## config.mk

```make
export PLATFORM = sky130hd
export DESIGN_NAME = rgb_led_strip_frame_serializer
export DESIGN_NICKNAME = d
export VERILOG_FILES = /design/src/rtl/core/rlsfs_pkg.sv /design/src/rtl/core/rlsfs_ram.sv /design/src/rtl/core/rgb_led_strip_frame_serializer.sv
export SDC_FILE = /design/constraint.sdc
export NUM_CORES = 2
export LEC_CHECK = 0
export ABC_AREA = 1
export BUFFER_PORTS_ARGS = -buffer_cell sky130_fd_sc_hd__buf_2
export CAP_MARGIN = 20
export CELL_PAD_IN_SITES_DETAIL_PLACEMENT = 1
export CELL_PAD_IN_SITES_GLOBAL_PLACEMENT = 2
export CORE_ASPECT_RATIO = 0.5
export CORE_MARGIN = 2
export CORE_UTILIZATION = 45
export CTS_CLUSTER_SIZE = 28
export DETAILED_ROUTE_END_ITERATION = 8
export GPL_TIMING_DRIVEN = 0
export MAX_ROUTING_LAYER = met4
export PLACE_DENSITY = 0.77
export SYNTH_ARGS = -nofsm -noshare
export SYNTH_HDL_FRONTEND = slang
export SYNTH_SLANG_ARGS = --single-unit
```

## constraint.sdc

```tcl
create_clock -name aclk -period 6.3 [get_ports aclk]
set_input_delay 0 -clock aclk [delete_from_list [all_inputs] [get_ports aclk]]
set_output_delay 0 -clock aclk [all_outputs]
set_load 0.01 [all_outputs]
```

## src/rtl/core/rlsfs_pkg.sv

```systemverilog
// shared types and constants of the led strip frame serializer
package rlsfs_pkg;

    localparam int MAX_PIXELS = 64;
    localparam int PIX_W      = $clog2(MAX_PIXELS);
    localparam int COUNT_W    = 7;
    localparam int DUTY_W     = 16;
    localparam int ROW_W      = 24;
    localparam int BITPOS_W   = 5;

    localparam logic [BITPOS_W-1:0] BITS_PER_PIXEL = 5'd24;
    localparam logic [BITPOS_W-1:0] HOME_BIT       = 5'd7;

    localparam logic [COUNT_W-1:0] COUNT_RESET     = 7'd29;
    localparam logic [COUNT_W-1:0] COUNT_MAX       = 7'(MAX_PIXELS);
    localparam logic [DUTY_W-1:0]  DUTY_ZERO_RESET = 16'h0001;
    localparam logic [DUTY_W-1:0]  DUTY_ONE_RESET  = 16'h000F;

    localparam logic [2:0] ACT_WRITE = 3'd0;
    localparam logic [2:0] ACT_FILL  = 3'd1;
    localparam logic [2:0] ACT_READ  = 3'd2;
    localparam logic [2:0] ACT_TICK  = 3'd3;
    localparam logic [2:0] ACT_SLOT  = 3'd4;

    localparam int CFG_IDX_W = 2;
    localparam logic [CFG_IDX_W-1:0] CFG_PIXEL_COUNT = 2'd0;
    localparam logic [CFG_IDX_W-1:0] CFG_DUTY_ZERO   = 2'd1;
    localparam logic [CFG_IDX_W-1:0] CFG_DUTY_ONE    = 2'd2;

    typedef struct packed {
        logic [2:0]         action;
        logic [PIX_W-1:0]   pixel_index;
        logic [COUNT_W-1:0] range_start;
        logic [COUNT_W-1:0] range_stop;
        logic [7:0]         red_in;
        logic [7:0]         green_in;
        logic [7:0]         blue_in;
    } item_t;

    typedef struct packed {
        logic              duty_valid;
        logic [DUTY_W-1:0] duty_out;
        logic              sending;
        logic [7:0]        read_red;
        logic [7:0]        read_green;
        logic [7:0]        read_blue;
    } result_t;

endpackage

```

## src/rtl/core/rlsfs_ram.sv

```systemverilog
// generic single write port ram with registered read
module rlsfs_ram #(
    parameter int WIDTH = 8,
    parameter int DEPTH = 64
) (
    input  logic                     aclk,
    input  logic                     we,
    input  logic [$clog2(DEPTH)-1:0] waddr,
    input  logic [WIDTH-1:0]         wdata,
    input  logic [$clog2(DEPTH)-1:0] raddr,
    output logic [WIDTH-1:0]         rdata
);

    logic [WIDTH-1:0] mem [DEPTH];

    always_ff @(posedge aclk) begin
        if (we) begin
            mem[waddr] <= wdata;
        end
        rdata <= mem[raddr];
    end

endmodule

```

## src/rtl/core/rgb_led_strip_frame_serializer.sv

```systemverilog
// led strip frame store and bit serializer, top level
// states: write, tick and idle slot pass exec then done; read and active slot pass exec,
// wait and done; fill passes exec, fill and done, one pixel row written per cycle
// one item in flight; ready again the cycle after its result is loaded
// the frame store is one 64 x 24 bit ram read through a registered port
// reset is synchronous: row valid bits clear at once, so the store reads black
module rgb_led_strip_frame_serializer (
    input  logic                           aclk,
    input  logic                           aresetn,
    input  logic                           s_valid,
    output logic                           s_ready,
    input  rlsfs_pkg::item_t               s_data,
    output logic                           m_valid,
    input  logic                           m_ready,
    output rlsfs_pkg::result_t             m_data,
    input  logic                           cfg_valid,
    output logic                           cfg_ready,
    input  logic [rlsfs_pkg::CFG_IDX_W-1:0] cfg_index,
    input  logic [rlsfs_pkg::DUTY_W-1:0]   cfg_data
);
    import rlsfs_pkg::*;

    typedef enum logic [2:0] {
        ST_IDLE,
        ST_EXEC,
        ST_FILL,
        ST_WAIT,
        ST_DONE
    } state_t;

    state_t                state_reg, state_next;
    item_t                 item_reg, item_next;
    result_t               res_reg, res_next;
    result_t               out_reg, out_next;
    logic                  m_valid_reg, m_valid_next;
    logic [PIX_W-1:0]      pix_reg, pix_next;
    logic [BITPOS_W-1:0]   bitpos_reg, bitpos_next;
    logic                  dirty_reg, dirty_next;
    logic                  sending_reg, sending_next;
    logic [COUNT_W-1:0]    fill_idx_reg, fill_idx_next;
    logic [COUNT_W-1:0]    fill_end_reg, fill_end_next;
    logic [MAX_PIXELS-1:0] row_valid_reg, row_valid_next;
    logic [PIX_W-1:0]      rd_addr_reg, rd_addr_next;
    logic [COUNT_W-1:0]    pixel_count_reg, pixel_count_next;
    logic [DUTY_W-1:0]     duty_zero_reg, duty_zero_next;
    logic [DUTY_W-1:0]     duty_one_reg, duty_one_next;

    logic                  ram_we;
    logic [PIX_W-1:0]      ram_waddr;
    logic [ROW_W-1:0]      ram_wdata;
    logic [PIX_W-1:0]      ram_raddr;
    logic [ROW_W-1:0]      ram_rdata;

    logic [COUNT_W-1:0]    live_count;
    logic [PIX_W-1:0]      wr_pix;
    logic [ROW_W-1:0]      row_data;
    logic [7:0]            cur_byte;
    logic                  cur_bit;
    logic [COUNT_W-1:0]    pix_inc;
    logic [BITPOS_W-1:0]   bit_inc;

    rlsfs_ram #(
        .WIDTH (ROW_W),
        .DEPTH (MAX_PIXELS)
    ) u_frame_ram (
        .aclk  (aclk),
        .we    (ram_we),
        .waddr (ram_waddr),
        .wdata (ram_wdata),
        .raddr (ram_raddr),
        .rdata (ram_rdata)
    );

    assign s_ready   = (state_reg == ST_IDLE);
    assign m_valid   = m_valid_reg;
    assign m_data    = out_reg;
    assign cfg_ready = 1'b1;

    always_comb begin
        if (pixel_count_reg == '0) begin
            live_count = 7'd1;
        end else if (pixel_count_reg > COUNT_MAX) begin
            live_count = COUNT_MAX;
        end else begin
            live_count = pixel_count_reg;
        end
    end

    // pixel zero keeps only the two top green bits, swapped and moved down
    always_comb begin
        if (wr_pix == '0) begin
            ram_wdata = {5'b0, item_reg.green_in[6], item_reg.green_in[7], 1'b0,
                         item_reg.red_in, item_reg.blue_in};
        end else begin
            ram_wdata = {item_reg.green_in, item_reg.red_in, item_reg.blue_in};
        end
    end

    assign ram_waddr = wr_pix;
    assign row_data  = row_valid_reg[rd_addr_reg] ? ram_rdata : '0;

    always_comb begin
        case (bitpos_reg[4:3])
            2'd0:    cur_byte = row_data[23:16];
            2'd1:    cur_byte = row_data[15:8];
            2'd2:    cur_byte = row_data[7:0];
            default: cur_byte = 8'd0;
        endcase
    end

    assign cur_bit = cur_byte[~bitpos_reg[2:0]];

    always_comb begin
        if (bitpos_reg == BITS_PER_PIXEL - 5'd1) begin
            bit_inc = '0;
            pix_inc = {1'b0, pix_reg} + 7'd1;
        end else begin
            bit_inc = bitpos_reg + 5'd1;
            pix_inc = {1'b0, pix_reg};
        end
    end

    always_comb begin
        state_next       = state_reg;
        item_next        = item_reg;
        res_next         = res_reg;
        out_next         = out_reg;
        m_valid_next     = m_valid_reg;
        pix_next         = pix_reg;
        bitpos_next      = bitpos_reg;
        dirty_next       = dirty_reg;
        sending_next     = sending_reg;
        fill_idx_next    = fill_idx_reg;
        fill_end_next    = fill_end_reg;
        row_valid_next   = row_valid_reg;
        rd_addr_next     = rd_addr_reg;
        pixel_count_next = pixel_count_reg;
        duty_zero_next   = duty_zero_reg;
        duty_one_next    = duty_one_reg;
        ram_we           = 1'b0;
        wr_pix           = item_reg.pixel_index;
        ram_raddr        = (item_reg.action == ACT_SLOT) ? pix_reg : item_reg.pixel_index;

        if (m_valid_reg && m_ready) begin
            m_valid_next = 1'b0;
        end

        if (cfg_valid) begin
            unique case (cfg_index)
                CFG_PIXEL_COUNT: pixel_count_next = cfg_data[COUNT_W-1:0];
                CFG_DUTY_ZERO:   duty_zero_next   = cfg_data;
                CFG_DUTY_ONE:    duty_one_next    = cfg_data;
                default:         ;
            endcase
        end

        unique case (state_reg)
            ST_IDLE: begin
                if (s_valid) begin
                    item_next  = s_data;
                    state_next = ST_EXEC;
                end
            end
            ST_EXEC: begin
                res_next     = '0;
                rd_addr_next = ram_raddr;
                state_next   = ST_DONE;
                unique case (item_reg.action)
                    ACT_WRITE: begin
                        ram_we                              = 1'b1;
                        row_valid_next[item_reg.pixel_index] = 1'b1;
                        dirty_next                          = 1'b1;
                    end
                    ACT_FILL: begin
                        fill_idx_next = item_reg.range_start;
                        fill_end_next = (item_reg.range_stop > live_count)
                                        ? live_count : item_reg.range_stop;
                        state_next    = ST_FILL;
                    end
                    ACT_READ: begin
                        state_next = ST_WAIT;
                    end
                    ACT_TICK: begin
                        if (dirty_reg) begin
                            dirty_next   = 1'b0;
                            sending_next = 1'b1;
                        end
                    end
                    ACT_SLOT: begin
                        if (sending_reg) begin
                            state_next = ST_WAIT;
                        end
                    end
                    default: ;
                endcase
            end
            ST_FILL: begin
                wr_pix = fill_idx_reg[PIX_W-1:0];
                if (fill_idx_reg < fill_end_reg) begin
                    ram_we                 = 1'b1;
                    row_valid_next[wr_pix] = 1'b1;
                    dirty_next             = 1'b1;
                    fill_idx_next          = fill_idx_reg + 7'd1;
                end else begin
                    state_next = ST_DONE;
                end
            end
            ST_WAIT: begin
                state_next = ST_DONE;
                if (item_reg.action == ACT_SLOT) begin
                    res_next.duty_valid = 1'b1;
                    res_next.duty_out   = cur_bit ? duty_one_reg : duty_zero_reg;
                    if (pix_inc == '0 && bit_inc == HOME_BIT) begin
                        sending_next = 1'b0;
                    end
                    if (pix_inc >= live_count) begin
                        pix_next    = '0;
                        bitpos_next = '0;
                    end else begin
                        pix_next    = pix_inc[PIX_W-1:0];
                        bitpos_next = bit_inc;
                    end
                end else begin
                    res_next.read_green = row_data[23:16];
                    res_next.read_red   = row_data[15:8];
                    res_next.read_blue  = row_data[7:0];
                end
            end
            ST_DONE: begin
                if (!m_valid_reg || m_ready) begin
                    out_next         = res_reg;
                    out_next.sending = sending_reg;
                    m_valid_next     = 1'b1;
                    state_next       = ST_IDLE;
                end
            end
            default: state_next = ST_IDLE;
        endcase
    end

    always_ff @(posedge aclk) begin
        if (!aresetn) begin
            state_reg       <= ST_IDLE;
            m_valid_reg     <= 1'b0;
            pix_reg         <= '0;
            bitpos_reg      <= HOME_BIT;
            dirty_reg       <= 1'b1;
            sending_reg     <= 1'b0;
            row_valid_reg   <= '0;
            pixel_count_reg <= COUNT_RESET;
            duty_zero_reg   <= DUTY_ZERO_RESET;
            duty_one_reg    <= DUTY_ONE_RESET;
        end else begin
            state_reg       <= state_next;
            m_valid_reg     <= m_valid_next;
            pix_reg         <= pix_next;
            bitpos_reg      <= bitpos_next;
            dirty_reg       <= dirty_next;
            sending_reg     <= sending_next;
            row_valid_reg   <= row_valid_next;
            pixel_count_reg <= pixel_count_next;
            duty_zero_reg   <= duty_zero_next;
            duty_one_reg    <= duty_one_next;
        end
        item_reg     <= item_next;
        res_reg      <= res_next;
        out_reg      <= out_next;
        fill_idx_reg <= fill_idx_next;
        fill_end_reg <= fill_end_next;
        rd_addr_reg  <= rd_addr_next;
    end

endmodule
```

---- Yosys cells after proc, flatten, opt, wreduce, memory -nomap -nowiden ----
Memories as Yosys holds them, arrays and structs flattened. A register that Yosys moved wholly into a read port is not among the register bits.
Index checks and enable logic that the tools add are counted.
word-level totals
  flip-flop bits (word level) ............. 270
  memory bits (writable) .................. 1,536
  input bits .............................. 70
  output and inout port bits .............. 45
  word-level logic and storage cells ...... 156
  memories kept ........................... 1
cells by class
  $add $sub $neg .......................... 3
  magnitude comparators ................... 10
  eq/ne operators ......................... 26
  muxes and demuxes ....................... 53
  bitwise gates (word level) .............. 3
  reduce and logical (&&, ||, !) cells .... 29
memories
  memory           words  bits a word  rd ports  clocked after Yosys merged registers in  write ports  RTL line         text
  u_frame_ram.mem  64     24           1         1                                        1            rlsfs_ram.sv:14  logic [WIDTH-1:0] mem [DEPTH];
operators with widths
  operator                                             count
  2-to-1 mux 64 bit                                    2
  OR 64 bit                                            2
  case mux 64 bit (2 select lines)                     1
  2-to-1 mux 24 bit                                    3
  case mux 24 bit (2 select lines)                     1
  2-to-1 mux 7 bit                                     6
  case mux 17 bit (2 select lines)                     1
  case mux 8 bit (3 select lines)                      1
  < comparator 6 x 7 -> 1 bit, second input constant   3
  2-to-1 mux 6 bit                                     3
  AND reduction 2 bit                                  9
  2-to-1 mux 17 bit                                    1
  2-to-1 mux 1 bit                                     16
  2-to-1 mux 16 bit                                    1
  inequality test 2 bit, second input constant         8
  case mux 3 bit (5 select lines)                      1
  logical NOT 7 bit                                    2
  case mux 7 bit (2 select lines)                      1
  demux 1 bit (select 6 bit)                           2
  == test 3 x 2 -> 1 bit, second input constant        4
  >= comparator 6 x 1 -> 1 bit, second input constant  2
  2-to-1 mux 3 bit                                     4
  AND reduction 3 bit                                  4
  2-to-1 mux 5 bit                                     2
  other kinds (29)                                     44

---- Logic depth before layout (Yosys ltp) ----
  depth in word-level cells ............... 9
  gate-level depth with buffers ........... 22
  gate-level depth less buffers ........... 18

---- By module ----
A second synthesis with hierarchy kept.
second synthesis, totals
  cell total of the unflattened synthesis .. 6,541
  area, all modules ....................... 74,656.6 um^2
modules (own cells, without submodules)
  module                          instances  cells an instance  area each (um^2)
  rlsfs_ram                       1          5,230              62,755.2
  rgb_led_strip_frame_serializer  1          1,311              11,901.4

---- Worst setup path after synthesis ----
No wires, ideal clock.
  path kind ............................... reg-to-reg
  start ................................... reg state_reg[1]
  end ..................................... mem u_frame_ram.mem[0][17] (netlist name), data pin
  arrival time ............................ 3.558 ns
  slack ................................... 2.195 ns
  cell stages (with the launch flop) ...... 13
  path buffers ............................ 2
  clock period less this slack ............ 4.105 ns
  path through ............................ dfxtp_1 inv_2 nor2_2 nand2_2 buf_4 a21oi_4 inv_1 nor2_1 inv_2 nor2_1 buf_4 nor2_1 a21oi_1
on the way
  word-level cells in the longest chain between the ends .. 4
RTL lines
  what                    RTL line                               text
  start, declared         rgb_led_strip_frame_serializer.sv:31   state_t state_reg, state_next;
  start signal, assigned  rgb_led_strip_frame_serializer.sv:254  state_reg <= state_next;
  == test 3 x 2 -> 1 bit  rgb_led_strip_frame_serializer.sv:157  unique case (state_reg)
  2-to-1 mux 6 bit        rgb_led_strip_frame_serializer.sv:157
  logical NOT 6 bit       rgb_led_strip_frame_serializer.sv:91   if (wr_pix == '0) begin
  2-to-1 mux 24 bit       rgb_led_strip_frame_serializer.sv:91
  net ram_wdata[17]       rgb_led_strip_frame_serializer.sv:50   logic [ROW_W-1:0] ram_wdata;
  end, declared           rlsfs_ram.sv:14
The timed path passes the listed nets, and every way through them passes these cells.

---- Worst setup path after layout ----
  start ................................... reg item_reg[44] (netlist name)
  end ..................................... reg u_frame_ram.rdata[11], read port of u_frame_ram.mem
on the way
  word-level cells in the longest chain between the ends .. 2
RTL lines
  what                    RTL line                               text
  start, declared         rgb_led_strip_frame_serializer.sv:32   item_t item_reg, item_next;
  start signal, assigned  rgb_led_strip_frame_serializer.sv:265  item_reg <= item_next;
  == test 3 bit           rgb_led_strip_frame_serializer.sv:142  ram_raddr = (item_reg.action == ACT_SLOT) ? pix_reg : item_reg.pixel_index;
  2-to-1 mux 6 bit        rgb_led_strip_frame_serializer.sv:142
  end, declared           rlsfs_ram.sv:11                        output logic [WIDTH-1:0] rdata
Every way passes these cells.
A chain may end at the register's enable or synchronous reset.

==> flow_metrics.env <==
export IMPL_status="finished, final reports clean"
export IMPL_design_power_total_uw=31800
export IMPL_power_frac_clock=0.319
export IMPL_r2r_start="item_reg[44]"
export IMPL_finalSetupViolations=0
export IMPL_rd_place_congestion=0.990
export IMPL_grtUsageMet2=0.539
export IMPL_clock_sinks=1830
export IMPL_drc_errors=0
export IMPL_clock_fmax_mhz=196
export IMPL_worstHoldPathCells=4
export IMPL_synth_compound_gate_area_share=0.129
export IMPL_rows=103
export IMPL_relSlewSlack=0.136
export IMPL_chip_width_um=568
export IMPL_slew_violations=0
export IMPL_synthesis_nets=5584
export IMPL_async_s_r_ff_share_synth=0
export IMPL_seqPwrFrac=0.448
export IMPL_finalHoldViolations=0
export IMPL_synthDominantCellAreaShare=0.707
export IMPL_critical_path_required_ns=6.96
export IMPL_final_layout_size_suffix_gt1_frac=0.107
export IMPL_setup_worst_path_end_class="flip-flop"
export IMPL_vias_after_detailed_routing=54575
export IMPL_use_met1=0.501
export IMPL_post_cts_repair_setup_buffers=0
export IMPL_aggregate_global_routing_overflow=0
export IMPL_hold_path_class="in2reg"
export IMPL_cts_reportedPaths_clkPinSlew_ns=0.07
export IMPL_grt_antenna_before_repair=31
export IMPL_synth_area_um2=71600
export IMPL_largest_net_degree_at_the_start_of_global_routing=41
export IMPL_i_o_pins=115
export IMPL_ys_seq_area_frac=0.747
export IMPL_ys_warnings_count=0
export IMPL_timing_hold_worst_start="cfg_data[4]"
export IMPL_synthXorXnorAreaFrac=0.00110
export IMPL_synth_simple_area_share=0.0897
export IMPL_proportion_of_total_power_due_to_net_switching=0.334
export IMPL_routed_wl_mm=299
export IMPL_max_cap_violations=0
export IMPL_drt_pass1_iter_count=7
export IMPL_ys_seq_elements=1830
export IMPL_ys_dominant_reg_cell="edfxtp_1"
export IMPL_post_synth_fa_ha_maj_area_fraction=0.00402
export IMPL_timing_critical_path_from_type="flip-flop"
export IMPL_start_util=0.453
export IMPL_cts_htree_levels=4
export IMPL_layout_nets=6152
export IMPL_fin_worst_skew_ns=0.0817
export IMPL_regToRegEndpoint="u_frame_ram.rdata[11]"
export IMPL_synth_distinct_cells=44
export IMPL_yosysMostFrequentCell="edfxtp_1"
export IMPL_ctsLongestPathBuffers=4
export IMPL_timing_worst_setup_path_type="reg2reg"
export IMPL_intPower_uw=21200
export IMPL_critical_path_arrival_ns=5.77
export IMPL_worstPathMaxFanout=10
export IMPL_synth_enable_flop_cells=1686
export IMPL_grt_pass1_vias=53885
export IMPL_synth_top_family_by_area="compound AO/OA/AOI/OAI gates"
export IMPL_die_height_um=286
export IMPL_clk_root_buf="clkbuf_16"
export IMPL_post_route_period_util=0.811
export IMPL_fill_cells=15717
export IMPL_max_vdd_ir_drop_mv=0.214
export IMPL_cts_tree="yes"
export IMPL_setup_repair_after_global_routing_missed_its_margin="false"
export IMPL_setup_reg_to_reg_worst_slack_ns=1.19
export IMPL_busiest_layer="met2"
export IMPL_drt_wirelength_per_cell_um=36.0
export IMPL_core_region_area_um2=158000
export IMPL_synth_top_cells_by_count="1686 x edfxtp_1, 1044 x nor2_1, 770 x o21ai_0"
export IMPL_worst_skew_pair_late_latency_ns=0.85
export IMPL_cts_buffers_inserted=172
export IMPL_min_to="pixel_count_reg[4]"
export IMPL_combPwrFrac=0.233
export IMPL_psw_uw=10600
export IMPL_post_place_ws_ns=1.65
export IMPL_reg2regPathDepth=15
export IMPL_grt_total_usage=0.374
export IMPL_drt_vias_per_instance=6.57
export IMPL_detailed_place_hpwl_mm=207
export IMPL_synth_cells=5491
export IMPL_synthTopCellsByArea="edfxtp_1 71%, nor2_1 5.5%, o21ai_0 5.4%"
export IMPL_muxShareOfSynthArea=0
export IMPL_grt_pass1_wl_mm=414
export IMPL_post_route_min_period_ns=5.11
export IMPL_synthesis_area_per_instance_um2=13.0
export IMPL_worst_slew_pin_slew_ns=1.29
export IMPL_timing_final_ws_setup_ns=1.19
export IMPL_place_port_buffers=112
export IMPL_power_static_leakage_uw=0.0274
export IMPL_largest_register_ffs=1536
export IMPL_powerDensity_nw_per_um2=373
export IMPL_drt_initial_violations=8998
export IMPL_synth_largest_area_cell="edfxtp_1"
export IMPL_die_area_um2=163000
export IMPL_grt_met3_usage=0.115
export IMPL_ant_nets=0
export IMPL_areaGrowthSynthToFinish_pct=18.9
-- critical path, cell delays in order, from the launching register on --
cell and delay [ns]:
edfxtp_1 0.46, nor2_2 0.18, inv_2 0.06, nor2_4 0.18, inv_2 0.08, buf_6 0.15, nand2_1 0.06, o21ai_0 0.07
buf_2 0.39, inv_2 0.41, buf_2 0.55, clkbuf_1 1.00, o211ai_1 0.50, nand3_1 0.40, nand3_1 0.17, nand2_1 0.26
-- stage by stage --
stage               setup TNS [ns]  utilization  cells  cell area (um2)  hold slack (ns)
CTS                              0        0.538   8277            85100           0.0175
detailed placement               0        0.497   7838            78500            0.179
floorplan                        0            -   5491            71600           0.0989
finish                           0        0.539   8303            85200           0.0419
global route                     0        0.539   8298            85200           0.0609
global placement           -535.21        0.474   7703            74800            0.177
-- cells in the final DEF, fill, tap and decap left out, drive strengths merged, types with 9 or more instances in the layout --
master | netlist | layout
edfxtp | 1686 | 1686
a21oi | 52 | 52
nand2 | 240 | 240
diode | 0 | 20
inv | 125 | 129
nand3 | 269 | 269
ha | 23 | 23
o221ai | 194 | 194
o211ai | 200 | 200
clkinv | 1 | 62
a31oi | 47 | 47
dfxtp | 144 | 144
o22ai | 193 | 193
o21ai | 827 | 827
clkbuf | 289 | 513
nor2 | 1060 | 1060
buf | 95 | 347
nand4 | 11 | 11
nor3 | 9 | 9
dlygate4sd3 | 0 | 141
-- power groups by stage --
stage               clock network [uW]  registers [uW]  logic, uW
CTS                              10100           14200       7030
detailed placement                   0           14500       6930
global route                     10600           14200       7580
finish                           10100           14200       7410
floorplan                            0           14500       2960
global placement                     0           14900       5910
-- layer usage --
layer,share of wire,vias to the layer above
met1,0.39,28038
met4,0.042,0
met2,0.43,3991
li1,-,21801
met3,0.14,745
met5,0,-
-- cell type report --
cell class / count / area, um2 / area share
Antenna cell: 20 / 50.0 / 0.000587
Buffer: 384 / 1610 / 0.0189
Clock buffer: 223 / 4640 / 0.0545
Clock inverter: 75 / 532 / 0.00624
Inverter: 126 / 477 / 0.00560
Multi-Input combinational cell: 3151 / 16600 / 0.195
Sequential cell: 1830 / 53500 / 0.628
Tap cell: 2100 / 2630 / 0.0308
Timing Repair Buffer: 394 / 5130 / 0.0602
-- worst max path at each step --
| stage | startpoint | slack [ns] | cells after the start | to |
|---|---|---|---|---|
| 2_1_floorplan | state_reg[1] | 2.19 | 12 | u_frame_ram.mem[0][17] |
| 6_report | item_reg[44] | 1.19 | 15 | u_frame_ram.rdata[11] |
| 5_1_grt | item_reg[44] | 1.27 | 14 | u_frame_ram.rdata[17] |
| 4_1_cts | item_reg[44] | 1.57 | 13 | u_frame_ram.rdata[22] |
| 3_3_place_gp | state_reg[1] | -2.50 | 12 | u_frame_ram.mem[25][18] |
| 3_5_place_dp | item_reg[44] | 1.65 | 15 | u_frame_ram.rdata[11] |
-- kinds of logic (layout without fill, tap and decap cells) --
group	Yosys count	in the layout
XOR/XNOR	9	9
AO/OA/AOI/OAI	1527	1527
buffers and inverters	510	1202
adder cells (fa/ha/maj)	23	23
flip-flops	1830	1830
AND/OR/NAND/NOR	1591	1591
other	1	21
-- repair_timing --
| action | in CTS | in global routing |
|---|---|---|
| hold buffers | 141 | 0 |
| hold endpoints to repair | 155 | 0 |
| setup endpoints to repair | 0 | 0 |
| resized for setup | 0 | 0 |
Power figures use the tool's default switching activity.
